**config.mk**
```make
export PLATFORM = sky130hd
export DESIGN_NAME = masked_signature_scanner
export DESIGN_NICKNAME = d
export VERILOG_FILES = /design/src/rtl/msig_pkg.sv /design/src/rtl/msig_cell.sv /design/src/rtl/msig_emitter.sv /design/src/rtl/masked_signature_scanner.sv
export SDC_FILE = /design/constraint.sdc
export NUM_CORES = 1
export LEC_CHECK = 0
export ABC_CLOCK_PERIOD_IN_PS = 8790
export BUFFER_PORTS_ARGS = -buffer_cell sky130_fd_sc_hd__buf_2
export CAP_MARGIN = 20
export CELL_PAD_IN_SITES_DETAIL_PLACEMENT = 1
export CELL_PAD_IN_SITES_GLOBAL_PLACEMENT = 1
export CORE_MARGIN = 1.5
export CORE_UTILIZATION = 53
export CTS_BUF_LIST = sky130_fd_sc_hd__clkbuf_2
export CTS_CLUSTER_SIZE = 8
export DETAILED_ROUTE_END_ITERATION = 16
export PLACE_DENSITY_LB_ADDON = 0.1
export SLEW_MARGIN = 20
export SYNTH_ARGS = -nofsm -noshare
export SYNTH_HDL_FRONTEND = slang
export SYNTH_SLANG_ARGS = --single-unit
```
**constraint.sdc**
```tcl
create_clock -name aclk -period 8.79 [get_ports aclk]
set_input_delay 1.3185 -clock aclk [delete_from_list [all_inputs] [get_ports aclk]]
set_output_delay 1.3185 -clock aclk [all_outputs]
set_load 0.005 [all_outputs]
```
**src/rtl/msig_pkg.sv**
```systemverilog
// Package with the payload types, the built-in signature table and shared helper functions.
`timescale 1ns / 1ps

package msig_pkg;

    localparam int SIG_SLOTS     = 8;
    localparam int SIG_MAX_BYTES = 12;

    localparam int WINDOW_BYTES_DEF   = 12;
    localparam int NUM_SIGNATURES_DEF = 8;
    localparam int OFFSET_BITS_DEF    = 32;

    localparam logic KIND_MATCH   = 1'b0;
    localparam logic KIND_SUMMARY = 1'b1;

    typedef struct packed {
        logic [7:0] data_byte;
        logic       last_byte;
    } in_t;

    typedef struct packed {
        logic        result_kind;
        logic [2:0]  pattern_id;
        logic [31:0] match_offset;
        logic [1:0]  pattern_class;
        logic [1:0]  version_code;
        logic        is_protected;
        logic        offset_saturated;
        logic        last_result;
    } out_t;

    // Hand-over from the window stage to the result emitter.
    typedef struct packed {
        logic                 last;
        logic                 sat;
        logic [SIG_SLOTS-1:0] hits;
    } scan_load_t;

    localparam logic [3:0] SIG_LEN [SIG_SLOTS] = '{
        4'd9, 4'd9, 4'd9, 4'd11, 4'd11, 4'd12, 4'd4, 4'd9
    };
    localparam logic [1:0] SIG_CLASS [SIG_SLOTS] = '{
        2'd1, 2'd2, 2'd1, 2'd2, 2'd1, 2'd2, 2'd0, 2'd0
    };
    localparam logic [1:0] SIG_VERSION [SIG_SLOTS] = '{
        2'd1, 2'd1, 2'd2, 2'd2, 2'd3, 2'd3, 2'd0, 2'd0
    };

    localparam logic [7:0] SIG_PAT [SIG_SLOTS][SIG_MAX_BYTES] = '{
        '{8'h60, 8'hE8, 8'h00, 8'h00, 8'h00, 8'h00, 8'h5D, 8'h81, 8'hED, 8'h00, 8'h00, 8'h00},
        '{8'h8B, 8'h44, 8'h24, 8'h04, 8'h8B, 8'h00, 8'h8B, 8'h40, 8'h04, 8'h00, 8'h00, 8'h00},
        '{8'h55, 8'h8B, 8'hEC, 8'h83, 8'hEC, 8'h10, 8'h53, 8'h56, 8'h57, 8'h00, 8'h00, 8'h00},
        '{8'h8B, 8'h45, 8'h08, 8'h8B, 8'h00, 8'h8B, 8'h40, 8'h08, 8'h89, 8'h45, 8'hFC, 8'h00},
        '{8'h48, 8'h83, 8'hEC, 8'h28, 8'h48, 8'h8B, 8'h05, 8'h00, 8'h00, 8'h00, 8'h00, 8'h00},
        '{8'h48, 8'h8B, 8'h44, 8'h24, 8'h08, 8'h48, 8'h8B, 8'h00, 8'h48, 8'h8B, 8'h40, 8'h08},
        '{8'hDE, 8'hAD, 8'hBE, 8'hEF, 8'h00, 8'h00, 8'h00, 8'h00, 8'h00, 8'h00, 8'h00, 8'h00},
        '{8'h56, 8'h4D, 8'h50, 8'h72, 8'h6F, 8'h74, 8'h65, 8'h63, 8'h74, 8'h00, 8'h00, 8'h00}
    };

    localparam logic [7:0] SIG_MASK [SIG_SLOTS][SIG_MAX_BYTES] = '{
        '{8'hFF, 8'hFF, 8'h00, 8'h00, 8'h00, 8'h00, 8'hFF, 8'hFF, 8'hFF, 8'h00, 8'h00, 8'h00},
        '{8'hFF, 8'hFF, 8'hFF, 8'hFF, 8'hFF, 8'hFF, 8'hFF, 8'hFF, 8'hFF, 8'h00, 8'h00, 8'h00},
        '{8'hFF, 8'hFF, 8'hFF, 8'hFF, 8'hFF, 8'hFF, 8'hFF, 8'hFF, 8'hFF, 8'h00, 8'h00, 8'h00},
        '{8'hFF, 8'hFF, 8'hFF, 8'hFF, 8'hFF, 8'hFF, 8'hFF, 8'hFF, 8'hFF, 8'hFF, 8'hFF, 8'h00},
        '{8'hFF, 8'hFF, 8'hFF, 8'hFF, 8'hFF, 8'hFF, 8'hFF, 8'h00, 8'h00, 8'h00, 8'h00, 8'h00},
        '{8'hFF, 8'hFF, 8'hFF, 8'hFF, 8'hFF, 8'hFF, 8'hFF, 8'hFF, 8'hFF, 8'hFF, 8'hFF, 8'hFF},
        '{8'hFF, 8'hFF, 8'hFF, 8'hFF, 8'h00, 8'h00, 8'h00, 8'h00, 8'h00, 8'h00, 8'h00, 8'h00},
        '{8'hFF, 8'hFF, 8'hFF, 8'hFF, 8'hFF, 8'hFF, 8'hFF, 8'hFF, 8'hFF, 8'h00, 8'h00, 8'h00}
    };

    // Window position j holds the byte taken j transactions ago, so it is compared
    // with signature byte len-1-j. Positions beyond the signature always agree.
    function automatic logic sig_byte_hit(input logic [2:0] s, input int unsigned j,
                                          input logic [7:0] b);
        int unsigned len;
        logic [3:0]  k;
        logic        r;
        len = int'(SIG_LEN[s]);
        r   = 1'b1;
        if (j < len) begin
            k = 4'(len - 1 - j);
            r = ((b ^ SIG_PAT[s][k]) & SIG_MASK[s][k]) == 8'h00;
        end
        return r;
    endfunction

    // Version of the lowest-indexed versioned signature in the set, zero if none.
    function automatic logic [1:0] first_version(input logic [SIG_SLOTS-1:0] seen);
        logic [1:0] v;
        logic       found;
        v     = 2'd0;
        found = 1'b0;
        for (int s = 0; s < SIG_SLOTS; s++) begin
            if (!found && seen[s] && SIG_VERSION[s] != 2'd0) begin
                v     = SIG_VERSION[s];
                found = 1'b1;
            end
        end
        return v;
    endfunction

endpackage

```
**src/rtl/msig_cell.sv**
```systemverilog
// One window cell: holds a byte, passes it on at each shift and compares it with the table.
`timescale 1ns / 1ps

module msig_cell #(
    parameter int CELL_INDEX = 0
) (
    input  logic                                aclk,
    input  logic                                aresetn,
    input  logic                                shift_en,
    input  logic [7:0]                          byte_in,
    output logic [7:0]                          byte_out,
    output logic [msig_pkg::SIG_SLOTS-1:0]      hit
);

    logic [7:0] byte_reg;
    logic [7:0] byte_next;

    assign byte_next = shift_en ? byte_in : byte_reg;

    always_ff @(posedge aclk) begin
        if (!aresetn) begin
            byte_reg <= 8'h00;
        end else begin
            byte_reg <= byte_next;
        end
    end

    assign byte_out = byte_reg;

    always_comb begin
        for (int s = 0; s < msig_pkg::SIG_SLOTS; s++) begin
            hit[s] = msig_pkg::sig_byte_hit(3'(s), CELL_INDEX, byte_reg);
        end
    end

endmodule

```
**src/rtl/msig_emitter.sv**
```systemverilog
// Result emitter: turns one byte's match set and summary into a run of result transactions.
`timescale 1ns / 1ps

module msig_emitter #(
    parameter int OFFSET_BITS = msig_pkg::OFFSET_BITS_DEF
) (
    input  logic                       aclk,
    input  logic                       aresetn,
    input  logic                       load_valid,
    output logic                       load_ready,
    input  msig_pkg::scan_load_t       load_info,
    input  logic [OFFSET_BITS-1:0]     load_pos,
    output logic                       m_valid,
    input  logic                       m_ready,
    output msig_pkg::out_t             m_data
);

    localparam int SLOTS = msig_pkg::SIG_SLOTS;

    logic [SLOTS-1:0]       pend_reg,  pend_next;
    logic                   sum_reg,   sum_next;
    logic [SLOTS-1:0]       seen_reg,  seen_next;
    logic [OFFSET_BITS-1:0] pos_reg,   pos_next;
    logic                   sat_reg,   sat_next;
    logic [1:0]             ver_reg,   ver_next;
    logic                   prot_reg,  prot_next;

    logic [2:0]             cur_id;
    logic [SLOTS-1:0]       pend_rest;
    logic                   final_out;
    logic                   pop;
    logic                   load;
    logic [SLOTS-1:0]       seen_acc;
    logic [OFFSET_BITS-1:0] off_full;
    logic [63:0]            off_wide;

    always_comb begin
        logic found;
        found  = 1'b0;
        cur_id = 3'd0;
        for (int s = 0; s < SLOTS; s++) begin
            if (!found && pend_reg[s]) begin
                cur_id = 3'(s);
                found  = 1'b1;
            end
        end
    end

    assign pend_rest = pend_reg & (pend_reg - SLOTS'(1));
    assign m_valid   = (pend_reg != '0) || sum_reg;
    assign final_out = (pend_reg == '0) || ((pend_rest == '0) && !sum_reg);
    assign pop       = m_valid && m_ready;

    // A new set may enter once the current run hands over its final transaction.
    assign load_ready = !m_valid || (m_ready && final_out);
    assign load       = load_valid && load_ready;

    assign off_full = pos_reg - OFFSET_BITS'(msig_pkg::SIG_LEN[cur_id] - 4'd1);
    assign off_wide = 64'(off_full);

    always_comb begin
        m_data.offset_saturated = sat_reg;
        m_data.last_result      = final_out;
        if (pend_reg != '0) begin
            m_data.result_kind   = msig_pkg::KIND_MATCH;
            m_data.pattern_id    = cur_id;
            m_data.match_offset  = off_wide[31:0];
            m_data.pattern_class = msig_pkg::SIG_CLASS[cur_id];
            m_data.version_code  = msig_pkg::SIG_VERSION[cur_id];
            m_data.is_protected  = 1'b0;
        end else begin
            m_data.result_kind   = msig_pkg::KIND_SUMMARY;
            m_data.pattern_id    = 3'd0;
            m_data.match_offset  = 32'd0;
            m_data.pattern_class = 2'd0;
            m_data.version_code  = ver_reg;
            m_data.is_protected  = prot_reg;
        end
    end

    assign seen_acc = seen_reg | load_info.hits;

    always_comb begin
        pend_next = pend_reg;
        sum_next  = sum_reg;
        seen_next = seen_reg;
        pos_next  = pos_reg;
        sat_next  = sat_reg;
        ver_next  = ver_reg;
        prot_next = prot_reg;
        if (pop) begin
            if (pend_reg != '0) begin
                pend_next = pend_rest;
            end else begin
                sum_next = 1'b0;
            end
        end
        if (load) begin
            pend_next = load_info.hits;
            sum_next  = load_info.last;
            pos_next  = load_pos;
            sat_next  = load_info.sat;
            if (load_info.last) begin
                ver_next  = msig_pkg::first_version(seen_acc);
                prot_next = seen_acc != '0;
                seen_next = '0;
            end else begin
                seen_next = seen_acc;
            end
        end
    end

    always_ff @(posedge aclk) begin
        if (!aresetn) begin
            pend_reg <= '0;
            sum_reg  <= 1'b0;
            seen_reg <= '0;
        end else begin
            pend_reg <= pend_next;
            sum_reg  <= sum_next;
            seen_reg <= seen_next;
        end
        pos_reg  <= pos_next;
        sat_reg  <= sat_next;
        ver_reg  <= ver_next;
        prot_reg <= prot_next;
    end

endmodule

```
**src/rtl/masked_signature_scanner.sv**
```systemverilog
// Top level of the masked byte-signature scanner: window cell chain, position counter, emitter.
`timescale 1ns / 1ps

// The block scans a binary streamed one byte per s_ transaction; s_data.last_byte marks
// the final byte. For each byte it issues one m_ transaction for every enabled signature
// that completes there, in ascending pattern_id, and after the final byte a summary
// transaction; m_data.last_result marks the last transaction a byte causes. A byte that
// completes nothing and is not the final byte causes no transaction.
// The first result of a byte is registered in the window stage and then in the emitter.
// While the receiver takes every result, a byte with at most one result sustains one
// byte per cycle; a byte with several results holds the emitter until its final result
// is taken, and input is held off until then. The rate is set by the emitter's single
// output port. The window is a chain of cells that shift on every accepted byte; each
// cell compares its byte with all signatures at once.
// The user must write pattern_enable through cfg_wr_en and cfg_wr_data only while the
// block is idle; the block itself does not enforce it. Reset clears the window, the
// position counter and the seen set, and enables all signatures, with no clearing pass.
// When the receiver stalls, results wait in the emitter, one byte waits in the window
// stage, and then s_ready falls.
module masked_signature_scanner #(
    parameter int WINDOW_BYTES   = msig_pkg::WINDOW_BYTES_DEF,
    parameter int NUM_SIGNATURES = msig_pkg::NUM_SIGNATURES_DEF,
    parameter int OFFSET_BITS    = msig_pkg::OFFSET_BITS_DEF
) (
    input  logic            aclk,
    input  logic            aresetn,
    input  logic            s_valid,
    output logic            s_ready,
    input  msig_pkg::in_t   s_data,
    output logic            m_valid,
    input  logic            m_ready,
    output msig_pkg::out_t  m_data,
    input  logic            cfg_wr_en,
    input  logic [7:0]      cfg_wr_data
);

    localparam int SLOTS = msig_pkg::SIG_SLOTS;
    localparam logic [OFFSET_BITS-1:0] POS_LIMIT = {OFFSET_BITS{1'b1}};

    logic [7:0]             enable_reg;
    logic [OFFSET_BITS-1:0] pos_reg,     pos_next;
    logic                   sat_reg,     sat_next;
    logic                   flush_reg,   flush_next;
    logic                   a_valid_reg, a_valid_next;
    logic                   a_last_reg;
    logic                   a_sat_reg;
    logic [OFFSET_BITS-1:0] a_pos_reg;

    logic                   s_accept;
    logic                   em_ready;
    logic                   em_load;
    logic                   sat_now;
    msig_pkg::scan_load_t   load_info;

    logic [7:0]             cell_in  [WINDOW_BYTES];
    logic [7:0]             cell_out [WINDOW_BYTES];
    logic [SLOTS-1:0]       cell_hit [WINDOW_BYTES];
    logic [SLOTS-1:0]       all_hit;

    assign s_ready  = !a_valid_reg || em_ready;
    assign s_accept = s_valid && s_ready;
    assign em_load  = a_valid_reg && em_ready;

    // After the final byte of a binary the chain refills from zeros.
    always_comb begin
        cell_in[0] = s_data.data_byte;
        for (int j = 1; j < WINDOW_BYTES; j++) begin
            cell_in[j] = flush_reg ? 8'h00 : cell_out[j-1];
        end
    end

    for (genvar j = 0; j < WINDOW_BYTES; j++) begin : g_cell
        msig_cell #(
            .CELL_INDEX (j)
        ) u_cell (
            .aclk     (aclk),
            .aresetn  (aresetn),
            .shift_en (s_accept),
            .byte_in  (cell_in[j]),
            .byte_out (cell_out[j]),
            .hit      (cell_hit[j])
        );
    end

    always_comb begin
        all_hit = '1;
        for (int j = 0; j < WINDOW_BYTES; j++) begin
            all_hit = all_hit & cell_hit[j];
        end
    end

    // A signature also needs enough bytes since the last clear and must fit the window.
    always_comb begin
        for (int s = 0; s < SLOTS; s++) begin
            load_info.hits[s] = (s < NUM_SIGNATURES) && enable_reg[s] && all_hit[s]
                && (int'(msig_pkg::SIG_LEN[s]) <= WINDOW_BYTES)
                && (a_pos_reg >= OFFSET_BITS'(msig_pkg::SIG_LEN[s] - 4'd1));
        end
        load_info.last = a_last_reg;
        load_info.sat  = a_sat_reg;
    end

    assign sat_now = sat_reg || (pos_reg == POS_LIMIT);

    always_comb begin
        pos_next     = pos_reg;
        sat_next     = sat_reg;
        flush_next   = flush_reg;
        a_valid_next = a_valid_reg;
        if (em_load) begin
            a_valid_next = 1'b0;
        end
        if (s_accept) begin
            a_valid_next = 1'b1;
            flush_next   = s_data.last_byte;
            if (s_data.last_byte) begin
                pos_next = '0;
                sat_next = 1'b0;
            end else begin
                sat_next = sat_now;
                if (pos_reg != POS_LIMIT) begin
                    pos_next = pos_reg + OFFSET_BITS'(1);
                end
            end
        end
    end

    always_ff @(posedge aclk) begin
        if (!aresetn) begin
            enable_reg  <= 8'hFF;
            pos_reg     <= '0;
            sat_reg     <= 1'b0;
            flush_reg   <= 1'b0;
            a_valid_reg <= 1'b0;
        end else begin
            if (cfg_wr_en) begin
                enable_reg <= cfg_wr_data;
            end
            pos_reg     <= pos_next;
            sat_reg     <= sat_next;
            flush_reg   <= flush_next;
            a_valid_reg <= a_valid_next;
        end
        if (s_accept) begin
            a_last_reg <= s_data.last_byte;
            a_sat_reg  <= sat_now;
            a_pos_reg  <= pos_reg;
        end
    end

    msig_emitter #(
        .OFFSET_BITS (OFFSET_BITS)
    ) u_emitter (
        .aclk       (aclk),
        .aresetn    (aresetn),
        .load_valid (a_valid_reg),
        .load_ready (em_ready),
        .load_info  (load_info),
        .load_pos   (a_pos_reg),
        .m_valid    (m_valid),
        .m_ready    (m_ready),
        .m_data     (m_data)
    );

endmodule

```
======== Word level (Yosys, flattened, before mapping) ========
Memories as Yosys holds them, arrays and structs flattened.
Cells that the tools add are included.
storage, ports and cells
  memories kept ........................... 3
  flip-flop bits (word level) ............. 226
  output and inout bits ................... 45
  input bits .............................. 22
  bits in read-only memories .............. 64
cells by class
  reduce and logical (&&, ||, !) cells .... 126
  multiplexer cells ....................... 63
  add/sub/neg operators ................... 4
  bitwise gates (word level) .............. 70
  equality and inequality tests ........... 3
  $lt $le $gt $ge ......................... 5
memories
  memory            words  bits a word  read ports  clocked after Yosys merged registers in  wr ports  line                text
  (name not given)  8      4            1           0                                        0         msig_emitter.sv:58  assign off_full = pos_reg - OFFSET_BITS'(msig_pkg::SIG_LEN[cur_id] - 4'd1);
  (name not given)  8      2            1           0                                        0         msig_emitter.sv:68  m_data.pattern_class = msig_pkg::SIG_CLASS[cur_id];
  (name not given)  8      2            1           0                                        0         msig_emitter.sv:69  m_data.version_code = msig_pkg::SIG_VERSION[cur_id];
operators with widths
  operator                                                                number
  8-bit logical NOT                                                       61
  8-bit 2-to-1 mux                                                        15
  8-bit AND                                                               12
  32-bit by 4-bit >= comparator with 1-bit output, second input constant  3
  4-bit inverter                                                          17
  32-bit 2-to-1 mux                                                       2
  41-bit 2-to-1 mux                                                       1
  1-bit logical AND                                                       33
  1-bit 2-to-1 mux                                                        33
  32-bit by 1-bit adder with 32-bit output, second input constant         1
  32-bit equality test, second input constant                             1
  32-bit by 2-bit >= comparator with 1-bit output, second input constant  1
  32-bit != test, second input constant                                   1
  32-bit subtractor                                                       1
  5-bit inverter                                                          6
  6-bit inverter                                                          5
  2-bit inverter                                                          13
  3-bit 2-to-1 mux                                                        6
  8-bit nonzero test                                                      2
  1-bit logical NOT                                                       15
  3-bit inverter                                                          5
  1-bit inverter                                                          9
  2-bit 2-to-1 mux                                                        4
  4-bit 2-to-1 mux                                                        2
  other kinds (12)                                                        22

======== Logic depth before layout (Yosys ltp) ========
Gate-level depths: netlist of the first run.
  depth in word-level cells ............... 42
  depth in mapped cells ................... 20

======== Cells and area by module ========
Synthesis of the first run repeated with hierarchy kept, for this count alone.
second synthesis, totals
  cells, all modules ...................... 1276
  area, all modules ....................... 12430.7 µm²
by module, submodules not included
  module                         seq. area each (µm²)  times used  area an instance (µm²)  cells each
  masked_signature_scanner       1881.8                1           4134.0                  442
  msig_emitter                   1421.4                1           3378.2                  345
  msig_cell (g_cell[8].u_cell)   160.2                 1           426.7                   44
  msig_cell (g_cell[7].u_cell)   160.2                 1           425.4                   42
  msig_cell (g_cell[1].u_cell)   160.2                 1           420.4                   42
  msig_cell (g_cell[3].u_cell)   160.2                 1           419.2                   42
  msig_cell (g_cell[6].u_cell)   160.2                 1           417.9                   41
  msig_cell (g_cell[4].u_cell)   160.2                 1           416.6                   42
  msig_cell (g_cell[0].u_cell)   160.2                 1           412.9                   43
  msig_cell (g_cell[5].u_cell)   160.2                 1           410.4                   40
  msig_cell (g_cell[2].u_cell)   160.2                 1           407.9                   42
  msig_cell (g_cell[9].u_cell)   160.2                 1           395.4                   38
  msig_cell (g_cell[10].u_cell)  160.2                 1           389.1                   37
  msig_cell (g_cell[11].u_cell)  160.2                 1           376.6                   36

======== Worst setup path before layout of the first run ========
Ideal clock, no wire load.
  path kind ............................... flip-flop to output port
  start ................................... register u_emitter.pend_reg[4]
  end ..................................... output m_data[34] in the netlist's numbering
  cell stages (with the launch flop) ...... 16
  required time ........................... 7.471 ns
  setup slack ............................. 3.462 ns
  buffers on the path ..................... 4
  data arrival time ....................... 4.009 ns
  cell sequence ........................... dfxtp_1 clkbuf_1 or3_1 nor2_1 a21o_1 ha_1 and2_1 ha_1 nand4b_1 buf_2 buf_2 ha_1 o32ai_1 clkbuf_1 a31oi_1 nor3b_1
RTL lines
  item                      line                            text
  start: declaration        msig_emitter.sv:20              logic [SLOTS-1:0] pend_reg, pend_next;
  start signal: assignment  msig_emitter.sv:119             pend_reg <= pend_next;
  end: declaration          masked_signature_scanner.sv:32  output msig_pkg::out_t m_data,

==> impl_metrics.json, run 1 <==
{
  "hold_viol_final": 0,
  "synth_seq_cells": 226,
  "fin_tns_setup_ns": 0,
  "synth_area_sq_mm": 0.0112,
  "largest_reg_flops": 96,
  "rsz0062_at_grt": "no",
  "cts_hold_buf": 0,
  "drtAntennaViolNets": 0,
  "finalWeightedCongestion": 0.933,
  "slew_headroom": 0.289,
  "p_leak_uw": 0.00418,
  "min_period_over_period": 0.740,
  "status": "finished, final reports clean",
  "yosysUniqueCellTypes": 64,
  "initial_core_util": 0.537,
  "seq_area_frac_synth": 0.466,
  "cts-root-buf": "clkbuf_2",
  "crit_chain": "or3_1 > nor2_1 > a21oi_1 > ha_1 > nand2_1 > a21boi_0 > ha_1 > xnor2_1 > ha_1 > nor2b_1 > o21ai_0 > nand4b_1 > nor4_1 > xnor2_1 > nor2_1 > buf_2",
  "synthXorXnorAreaFrac": 0.0341,
  "ioPinCount": 67,
  "cp.required_ns": 7.47,
  "core_area_sq_mm": 0.0209,
  "die_area_sq_mm": 0.0220,
  "synth_flop_cell": "dfxtp_1",
  "num_rows": 53,
  "fmax_ghz": 0.154,
  "cap_viol_max_count": 0,
  "powerDensity_mw_per_mm2": 158,
  "final_common_cell": "dfxtp_1",
  "synth_area_leaders": "dfxtp_1 28%, edfxtp_1 19%, a21oi_1 6.2%, nand3b_1 6.2%, nand2_1 4.7%",
  "clk_latency_ns": 0.88,
  "antenna_found_initial": 1,
  "yosysTopAreaCell": "dfxtp_1",
  "min_period_ns": 6.50,
  "crit_arrival_ns": 5.19,
  "grt_usage": 0.298,
  "fin_cells": 1596,
  "slew_violations": 0,
  "yosysWarnings": 0,
  "start_kind": "register",
  "vias": 9958,
  "grt_pass1_vias": 9735,
  "postCtsResizedCells": 0,
  "drt_first_pass_iters": 5,
  "final_cell_mix": "155 x dfxtp_1, 139 x nand2_1, 139 x a21oi_1",
  "clkTransAtPathRegs_ns": 0.11,
  "critPathCaptureType": "output pin",
  "synthesis.nets": 1255,
  "synth_compound_gate_area_share": 0.134,
  "synth_simple_gate_area_frac": 0.302,
  "yosys.area.top_type_share": 0.278,
  "dp_cells": 1491,
  "syn_area_per_cell_sq_um": 9.20,
  "synth_cells": 1219,
  "hold_class": "reg -> reg",
  "synthAdderAreaFrac": 0.0163,
  "muxShareOfSynthArea": 0.00625,
  "max_stage_delay_ns": 0.51,
  "nets": 1311,
  "dp_hpwl_mm": 23.3,
  "worstSetupPathType": "reg -> out",
  "htree_levels": 2,
  "critical_path.max_fanout": 10,
  "skew_ns": 0.116,
  "grt_overflow": 0,
  "synth_top_family_by_area": "simple AND/OR/NAND/NOR gates",
  "die_height_um": 148,
  "area_delta_synth_final_pct": 8.28,
  "drc_errors": 0,
  "clockBufferDepth": 3,
  "layout-drive-gt1-share": 0.143,
  "synth-edff-count": 70,
  "worst_slew_pin_slew_ns": 1.07,
  "viasPerCell": 6.24,
  "setup_viol": 0,
  "cts_tree": "built",
  "die_x_um": 148,
  "grt_pass1_wl_mm": 52.2,
  "post_drt_wl_per_cell_um": 20.6,
  "grt_max_degree": 113,
  "async_flop_share": 0,
  "vdd_drop_max_mv": 0.0881,
  "portBuffers": 66,
  "initialDrtViolationCount": 781,
  "critPathSlowestCell": "or3_1",
  "cts_buffers": 57,
  "cts.sinks": 226,
  "post_cts_buffers": 0,
  "routed_wl_mm": 32.9,
  "cpMostUsedCell": "ha_1"
}
==> critical path, delay by kind of cell, from the launching register on <==
family,cells,cell delay (ns)
AND/OR/NAND/NOR,7,2.04
flip-flops,1,0.40
buffers and inverters,1,0.12
adder cells (fa/ha/maj),3,0.72
AO/OA/AOI/OAI,3,0.73
XOR/XNOR,2,0.33
==> through the flow <==
step	utilization	cell area [sq um]	power (uW)	hold WS (ns)	worst slack, ns
after floorplan	-	11200	1200	0.400	3.46
after global placement	0.556	11600	1240	0.423	3.53
after detailed placement	0.556	11600	1240	0.410	3.27
after CTS	0.581	12100	1930	0.424	2.34
after global routing	0.581	12100	1990	0.462	1.83
final	0.581	12100	1920	0.427	2.29
==> kinds of logic (layout without fill, tap and decap cells) <==
logic type,Yosys count,count (layout)
simple gates,579,579
compound gates,246,246
flops,226,226
buf+inv,105,206
xor+xnor,42,42
fa+ha+maj,14,14
mux,7,7
other cells,0,1
==> power by group <==
part | switching (uW) | internal (uW) | total, uW
logic | 67.2 | 31.7 | 98.8
registers | 25.2 | 1090 | 1120
clock network | 426 | 271 | 697
==> layer usage <==
layer | vias up | track usage | wire [um]
met4 | 0 | 0.0886 | 618
met3 | 55 | 0.0681 | 2490
met2 | 340 | 0.444 | 14400
li1 | 4681 | - | -
met1 | 4882 | 0.430 | 15400
met5 | - | 0 | 0
==> final cells by class <==
cell class                      instances  area (sq um)
Inverter                               27           104
Fill cell                            2525          8750
Timing Repair Buffer                   75           398
Tap cell                              275           344
Clock inverter                         14          60.1
Antenna cell                            1          2.50
Clock buffer                           90           450
Sequential cell                       226          5230
Multi-Input combinational cell        888          5560
==> cells in the mapped netlist (all sizes together), types with 3 or more instances <==
cell type / n
o21ai: 13
xnor2: 41
nand2: 139
buf: 26
nand4b: 10
nor4bb: 9
and3: 13
nand3: 29
a21o: 5
nor3: 23
nand3b: 92
nor2b: 17
nor3b: 14
o211ai: 6
nor4b: 14
a21boi: 8
nor2: 60
or4: 33
and3b: 3
inv: 27
a2111oi: 3
a31oi: 10
and2: 8
edfxtp: 70
nand4: 43
o31ai: 27
clkbuf: 52
and4: 10
and4b: 3
or3: 13
a21oi: 139
nand2b: 8
o21a: 17
nor4: 30
mux2i: 7
or2: 6
dfxtp: 156
ha: 13
==> worst paths after layout <==
path | startpoint | end | slack (ns) | cells after the start
setup / recovery | u_emitter.pend_reg[4]$_SDFFE_PN0P_ | m_data[35] | 2.29 | 16
hold / removal | pos_reg[21]$_SDFFE_PN0P_ | a_pos_reg[21]$_DFFE_PP_ | 0.43 | 0
setup reg to reg | u_emitter.pend_reg[0]$_SDFFE_PN0P_ | g_cell[3].u_cell.byte_out[3]$_SDFFE_PN0P_ | 4.89 | 8
hold reg to reg | pos_reg[21]$_SDFFE_PN0P_ | a_pos_reg[21]$_DFFE_PP_ | 0.43 | 0
(Power assumes the default switching activity.)
==> inputs of run 2 (changes only) <==
--- a/config.mk
+++ b/config.mk
@@ -5,13 +5,13 @@
 export SDC_FILE = /design/constraint.sdc
 export NUM_CORES = 1
 export LEC_CHECK = 0
-export ABC_CLOCK_PERIOD_IN_PS = 8790
+export ABC_CLOCK_PERIOD_IN_PS = 5950
 export BUFFER_PORTS_ARGS = -buffer_cell sky130_fd_sc_hd__buf_2
 export CAP_MARGIN = 20
 export CELL_PAD_IN_SITES_DETAIL_PLACEMENT = 1
 export CELL_PAD_IN_SITES_GLOBAL_PLACEMENT = 1
 export CORE_MARGIN = 1.5
-export CORE_UTILIZATION = 53
+export CORE_UTILIZATION = 44
 export CTS_BUF_LIST = sky130_fd_sc_hd__clkbuf_2
 export CTS_CLUSTER_SIZE = 8
 export DETAILED_ROUTE_END_ITERATION = 16
==> constraint.sdc (replaced) <==
create_clock -name aclk -period 5.95 [get_ports aclk]
set_input_delay 0.8925 -clock aclk [delete_from_list [all_inputs] [get_ports aclk]]
set_output_delay 0.8925 -clock aclk [all_outputs]
set_load 0.005 [all_outputs]
==> run 2 against run 1 <==
Against the previous run: clock-buffer cell count is 1 lower; die area increased by 20%; sequential power grew 47%; global-route usage fell by 5.0 points; wire length is 0.57% lower; critical path type unchanged; total power grew 48%; sequential cell count is the same; via count fell by 2.4%; sequential share of layout area is 0.40 points lower; non-clock buffer count up 2; register-to-register slack worse by 2.6 ns; hold slack got worse by 0.18 ns.
==> impl_metrics.json, run 2 (synthesis results as in run 1) <==
{
  "status": "finished, final reports clean",
  "slew_violations": 0,
  "power.switching_uw": 772,
  "dp_slack_ns": 0.932,
  "slew_headroom": 0.359,
  "drtAntennaViolNets": 0,
  "clockBufferDepth": 3,
  "post_drt_wl_per_cell_um": 19.7,
  "antenna_found_initial": 1,
  "critPathCaptureType": "output pin",
  "cp.required_ns": 5.06,
  "vdd_drop_max_mv": 0.128,
  "routed_wl_mm": 32.7,
  "min_period_over_period": 0.938,
  "cap_viol_max_count": 0,
  "fmax_ghz": 0.179,
  "p_leak_uw": 0.00420,
  "layout-drive-gt1-share": 0.144,
  "multiInputGateArea_sq_mm": 0.00556,
  "dp_hpwl_mm": 23.0,
  "core_area_sq_mm": 0.0251,
  "area_delta_synth_final_pct": 9.32,
  "fin_tns_setup_ns": 0,
  "hold_depth": 3,
  "cts_tree": "built",
  "r2r_start": "u_emitter.pend_reg[2]$_SDFFE_PN0P_",
  "vias": 9719,
  "ioPinCount": 67,
  "start_kind": "register",
  "hold_class": "in -> reg",
  "viasPerCell": 5.87,
  "finalCoreUtilization": 0.488,
  "cts-root-buf": "clkbuf_2",
  "grt_pass1_wl_mm": 52.1,
  "worst_r2r_path_depth": 8,
  "nets": 1315,
  "drt_first_pass_iters": 5,
  "grt_usage": 0.248,
  "p_total_uw": 2830,
  "grt_pass1_vias": 9539,
  "fillerInstances": 3018,
  "clk_latency_ns": 0.88,
  "hold_viol_final": 0,
  "ff_latch_area_sq_mm": 0.00523,
  "cts.sinks": 226,
  "largest_reg_flops": 96,
  "final_common_cell": "dfxtp_1",
  "finalWeightedCongestion": 0.882,
  "min_period_ns": 5.58,
  "die_area_sq_mm": 0.0265,
  "portBuffers": 66,
  "power.internal_uw": 2060,
  "power_frac_comb": 0.054,
  "skew_ns": 0.141,
  "num_rows": 58,
  "hold_path_end": "enable_reg[4]$_SDFFE_PN1P_",
  "timing.final.ws_setup_ns": 0.368,
  "grt_max_degree": 106,
  "die_x_um": 163,
  "htree_levels": 2,
  "grt_overflow": 0,
  "crit_arrival_ns": 4.69,
  "initial_core_util": 0.447,
  "drc_errors": 0,
  "clkTransAtPathRegs_ns": 0.10,
  "hp-start": "cfg_wr_data[4]",
  "switching_share": 0.272,
  "rsz0062_at_grt": "no",
  "initialDrtViolationCount": 662,
  "worst_slew_pin_slew_ns": 0.961,
  "final_cell_mix": "154 x dfxtp_1, 139 x nand2_1, 139 x a21oi_1",
  "pwr-share-clk": 0.364,
  "r2r_setup_slack_ns": 2.29,
  "die_height_um": 163,
  "critical_path.max_fanout": 26,
  "setup_viol": 0,
  "worstSetupPathType": "reg -> out",
  "crit_path_start": "u_emitter.pend_reg[5]$_SDFFE_PN0P_",
  "regToRegEndpoint": "g_cell[3].u_cell.byte_out[5]$_SDFFE_PN0P_",
  "p_seq_frac": 0.582,
  "powerDensity_mw_per_mm2": 231,
  "cts_buffers": 59
}
==> run 2: cell count changes in the layout (fill, tap and decap cells not counted), sizes merged <==
cell    previous run  this run
clkinv            13        16
buf               75        77
diode              1         3
inv               28        27
clkbuf            90        89
==> run 2: worst max path at each step <==
stage	to	slack [ns]	depth (start not counted)
global route	m_data[16]	0.005	17
finish	m_data[22]	0.37	16
floorplan	m_data[34]	1.05	15
global placement	m_data[33]	1.03	15
detailed placement	m_data[37]	0.93	16
CTS	m_data[22]	0.20	16
==> run 2: critical path, stage by stage, from the launching register on <==
cell	delay (ns)
dfxtp_1	0.39
or3_1	0.46
nor2_2	0.21
a21oi_1	0.13
ha_1	0.22
nand2_1	0.07
a21boi_0	0.21
ha_1	0.28
ha_1	0.28
nor2b_1	0.13
o21ai_0	0.23
a21boi_0	0.22
o32ai_2	0.16
buf_4	0.31
a31oi_1	0.12
nor3b_1	0.26
buf_2	0.16
==> run 2: routing by layer <==
metal / GRT usage / vias to the layer above / part of all wire
met1: 0.375 / 4761 / 0.50
li1: - / 4690 / -
met4: 0.0642 / 0 / 0.015
met3: 0.0435 / 38 / 0.057
met5: 0 / - / 0
met2: 0.361 / 230 / 0.42
==> run 2: power groups by stage <==
stage / Clock, uW / Combinational (uW) / Sequential [uW]
global route: 1140 / 168 / 1650
global placement: 0 / 148 / 1680
CTS: 1070 / 153 / 1650
floorplan: 0 / 113 / 1670
detailed placement: 0 / 152 / 1680
finish: 1030 / 152 / 1650
==> run 2: through the flow <==
stage	cell area, sq um	hold slack, ns	std cells
after global routing	12300	0.201	1656
after global placement	11700	0.419	1546
final	12300	0.247	1656
after floorplan	11200	0.400	1219
after detailed placement	11700	0.425	1547
after CTS	12200	0.173	1653
==> run 2: final cells by class <==
class,instances,area share
multi-input cells,888,0.454
flip-flops and latches,226,0.426
clock buffers,89,0.0363
repair buffers,77,0.0353
well taps,330,0.0337
inverters,27,0.00878
clock inverters,16,0.00510
diodes,3,0.000612
==> run 2: repair_timing <==
action / in CTS / in global routing
hold buffers: 0 / 0
pin swaps: 1 / 0
hold endpoints to repair: 0 / 0
setup buffers: 1 / 0
endpoints found under the setup margin: 3 / 23
gates resized for setup: 0 / 4
==> inputs of run 3 (changes only) <==
--- a/config.mk
+++ b/config.mk
@@ -16,6 +16,7 @@
 export CTS_CLUSTER_SIZE = 8
 export DETAILED_ROUTE_END_ITERATION = 16
 export PLACE_DENSITY_LB_ADDON = 0.1
+export RECOVER_POWER = 50
 export SLEW_MARGIN = 20
 export SYNTH_ARGS = -nofsm -noshare
 export SYNTH_HDL_FRONTEND = slang
==> run 3 against run 2 <==
Against the previous run: the flow now finishes with violations (capacitance limit, slew limit); maximum frequency is 0.23% lower; sequential cell count did not move; sequential power about the same; critical endpoint unchanged; critical path type unchanged; highest routed layer unchanged; wire length barely moved; total power about the same; design area fell by 0.23%; utilization fell by 0.11 points; clock power about the same; register-to-register slack got worse by 1.7 ns; clock skew decreased by 0.014 ns; critical path depth did not move; global-route usage unchanged; largest power group unchanged.
==> impl_metrics.json, run 3 (synthesis results as in run 1) <==
{
  "status": "finished, violations left",
  "violations": "capacitance limit, slew limit",
  "start_kind": "register",
  "die_area_sq_mm": 0.0265,
  "cts_tree": "built",
  "switching_share": 0.272,
  "cp.required_ns": 5.06,
  "dp_cells": 1547,
  "routed_wl_mm": 32.7,
  "die_x_um": 163,
  "dp_hpwl_mm": 23.0,
  "portBuffers": 66,
  "hold_viol_final": 0,
  "power.internal_uw": 2060,
  "cap_viol_max_count": 3,
  "p_leak_uw": 0.00418,
  "setup_viol": 0,
  "power_frac_comb": 0.053,
  "critical_path.max_fanout": 26,
  "hold_class": "in -> reg",
  "grt_overflow": 0,
  "vias": 9754,
  "min_period_ns": 5.59,
  "worstSetupPathType": "reg -> out",
  "grt_pass1_wl_mm": 52.1,
  "layout-drive-gt1-share": 0.136,
  "cts_buffers": 59,
  "fin_tns_setup_ns": 0,
  "finalWeightedCongestion": 0.882,
  "hp-start": "cfg_wr_data[4]",
  "worst_slew_pin_slew_ns": 1.98,
  "slew_violations": 192,
  "viasPerCell": 5.89,
  "pwr-share-clk": 0.364,
  "clk_latency_ns": 0.86,
  "final_common_cell": "dfxtp_1",
  "post_drt_wl_per_cell_um": 19.7,
  "min_period_over_period": 0.940,
  "critPathCaptureType": "output pin",
  "ff_latch_area_sq_mm": 0.00523,
  "crit_arrival_ns": 4.70,
  "grt_usage": 0.248,
  "skew_ns": 0.126,
  "antenna_found_initial": 1,
  "slew_headroom": -0.323,
  "final_cell_area_sq_mm": 0.0122,
  "cts_hold_buf": 0,
  "dpl_cell_area_sq_mm": 0.0117,
  "ioPinCount": 67,
  "drtAntennaViolNets": 0,
  "p_seq_frac": 0.582,
  "die_height_um": 163,
  "htree_levels": 2,
  "powerDensity_mw_per_mm2": 231,
  "met2_usage": 0.361,
  "fillerInstances": 3027,
  "r2r_start": "u_emitter.pend_reg[7]$_SDFFE_PN0P_",
  "clockBufferDepth": 3,
  "fmax_ghz": 0.179,
  "power.switching_uw": 771,
  "grt_max_degree": 106,
  "nets": 1315,
  "fin_cells": 1656,
  "cts.sinks": 226,
  "initialDrtViolationCount": 701,
  "clkTransAtPathRegs_ns": 0.09,
  "largest_reg_flops": 96,
  "grt_use_met3": 0.0435,
  "busiest_layer": "met1",
  "crit_path_start": "u_emitter.pend_reg[5]$_SDFFE_PN0P_",
  "initial_core_util": 0.447,
  "rsz0062_at_grt": "no",
  "core_area_sq_mm": 0.0251,
  "use_met1": 0.375,
  "num_rows": 58,
  "final_cell_mix": "154 x dfxtp_1, 139 x nand2_1, 139 x a21oi_1",
  "multiInputGateArea_sq_mm": 0.00555,
  "drc_errors": 0,
  "drt_first_pass_iters": 6,
  "grt_pass1_vias": 9539,
  "cts-root-buf": "clkbuf_2",
  "area_delta_synth_final_pct": 9.06,
  "vdd_drop_max_mv": 0.130
}
-- run 3: cell count changes in the layout (fill, tap and decap cells not counted), sizes merged --
cell    delta
buf        -7
clkbuf     +7
-- run 3: repair_timing --
action                     CTS  global route
setup buffers                1             0
cloned                       0             0
pin swaps                    1             0
resized for setup            0             4
setup endpoints to repair    3            23
-- run 3: final cells by class --
type / count / area share
Multi-Input combinational cell: 888 / 0.454
Clock inverter: 16 / 0.00512
Inverter: 27 / 0.00839
Clock buffer: 89 / 0.0364
Antenna cell: 3 / 0.000614
Tap cell: 330 / 0.0338
Sequential cell: 226 / 0.427
Timing Repair Buffer: 77 / 0.0345
-- run 3: path summary, 6_finish.rpt --
| kind | end | slack [ns] | cells past startpoint |
|---|---|---|---|
| min | enable_reg[4]$_SDFFE_PN1P_ | 0.25 | 3 |
| max | m_data[22] | 0.36 | 16 |
| max reg2reg | g_cell[3].u_cell.byte_out[5]$_SDFFE_PN0P_ | 0.60 | 8 |
| min reg2reg | u_emitter.sat_reg$_DFFE_PP_ | 0.45 | 0 |
-- run 3: worst max-delay path, cell delays in order, from the launching register on --
cell and delay, ns:
dfxtp_1 0.39, or3_1 0.47, nor2_2 0.22, a21oi_1 0.13
ha_1 0.22, nand2_1 0.07, a21boi_0 0.21, ha_1 0.28
ha_1 0.28, nor2b_1 0.13, o21ai_0 0.23, a21boi_0 0.22
o32ai_2 0.16, buf_4 0.31, a31oi_1 0.12, nor3b_1 0.26
buf_2 0.16
-- run 3: layer usage --
metal	share of wire	vias to the layer above
met5	0	-
met4	0.015	0
met3	0.060	40
met2	0.42	240
met1	0.50	4786
li1	-	4688
-- run 3: through the flow --
step,hold WS [ns],setup slack (ns),utilization,power (uW)
after floorplan,0.400,1.05,-,1780
after detailed placement,0.425,0.932,0.467,1840
after global routing,0.202,0.00466,0.487,2960
after global placement,0.419,1.03,0.466,1830
after CTS,0.173,0.200,0.487,2870
final,0.254,0.355,0.487,2830
-- run 3: power by group through the flow --
stage	sequential (uW)	clock (uW)	combinational (uW)
finish	1650	1030	151
global route	1650	1140	166
detailed placement	1680	0	152
CTS	1650	1070	153
global placement	1680	0	148
floorplan	1670	0	113
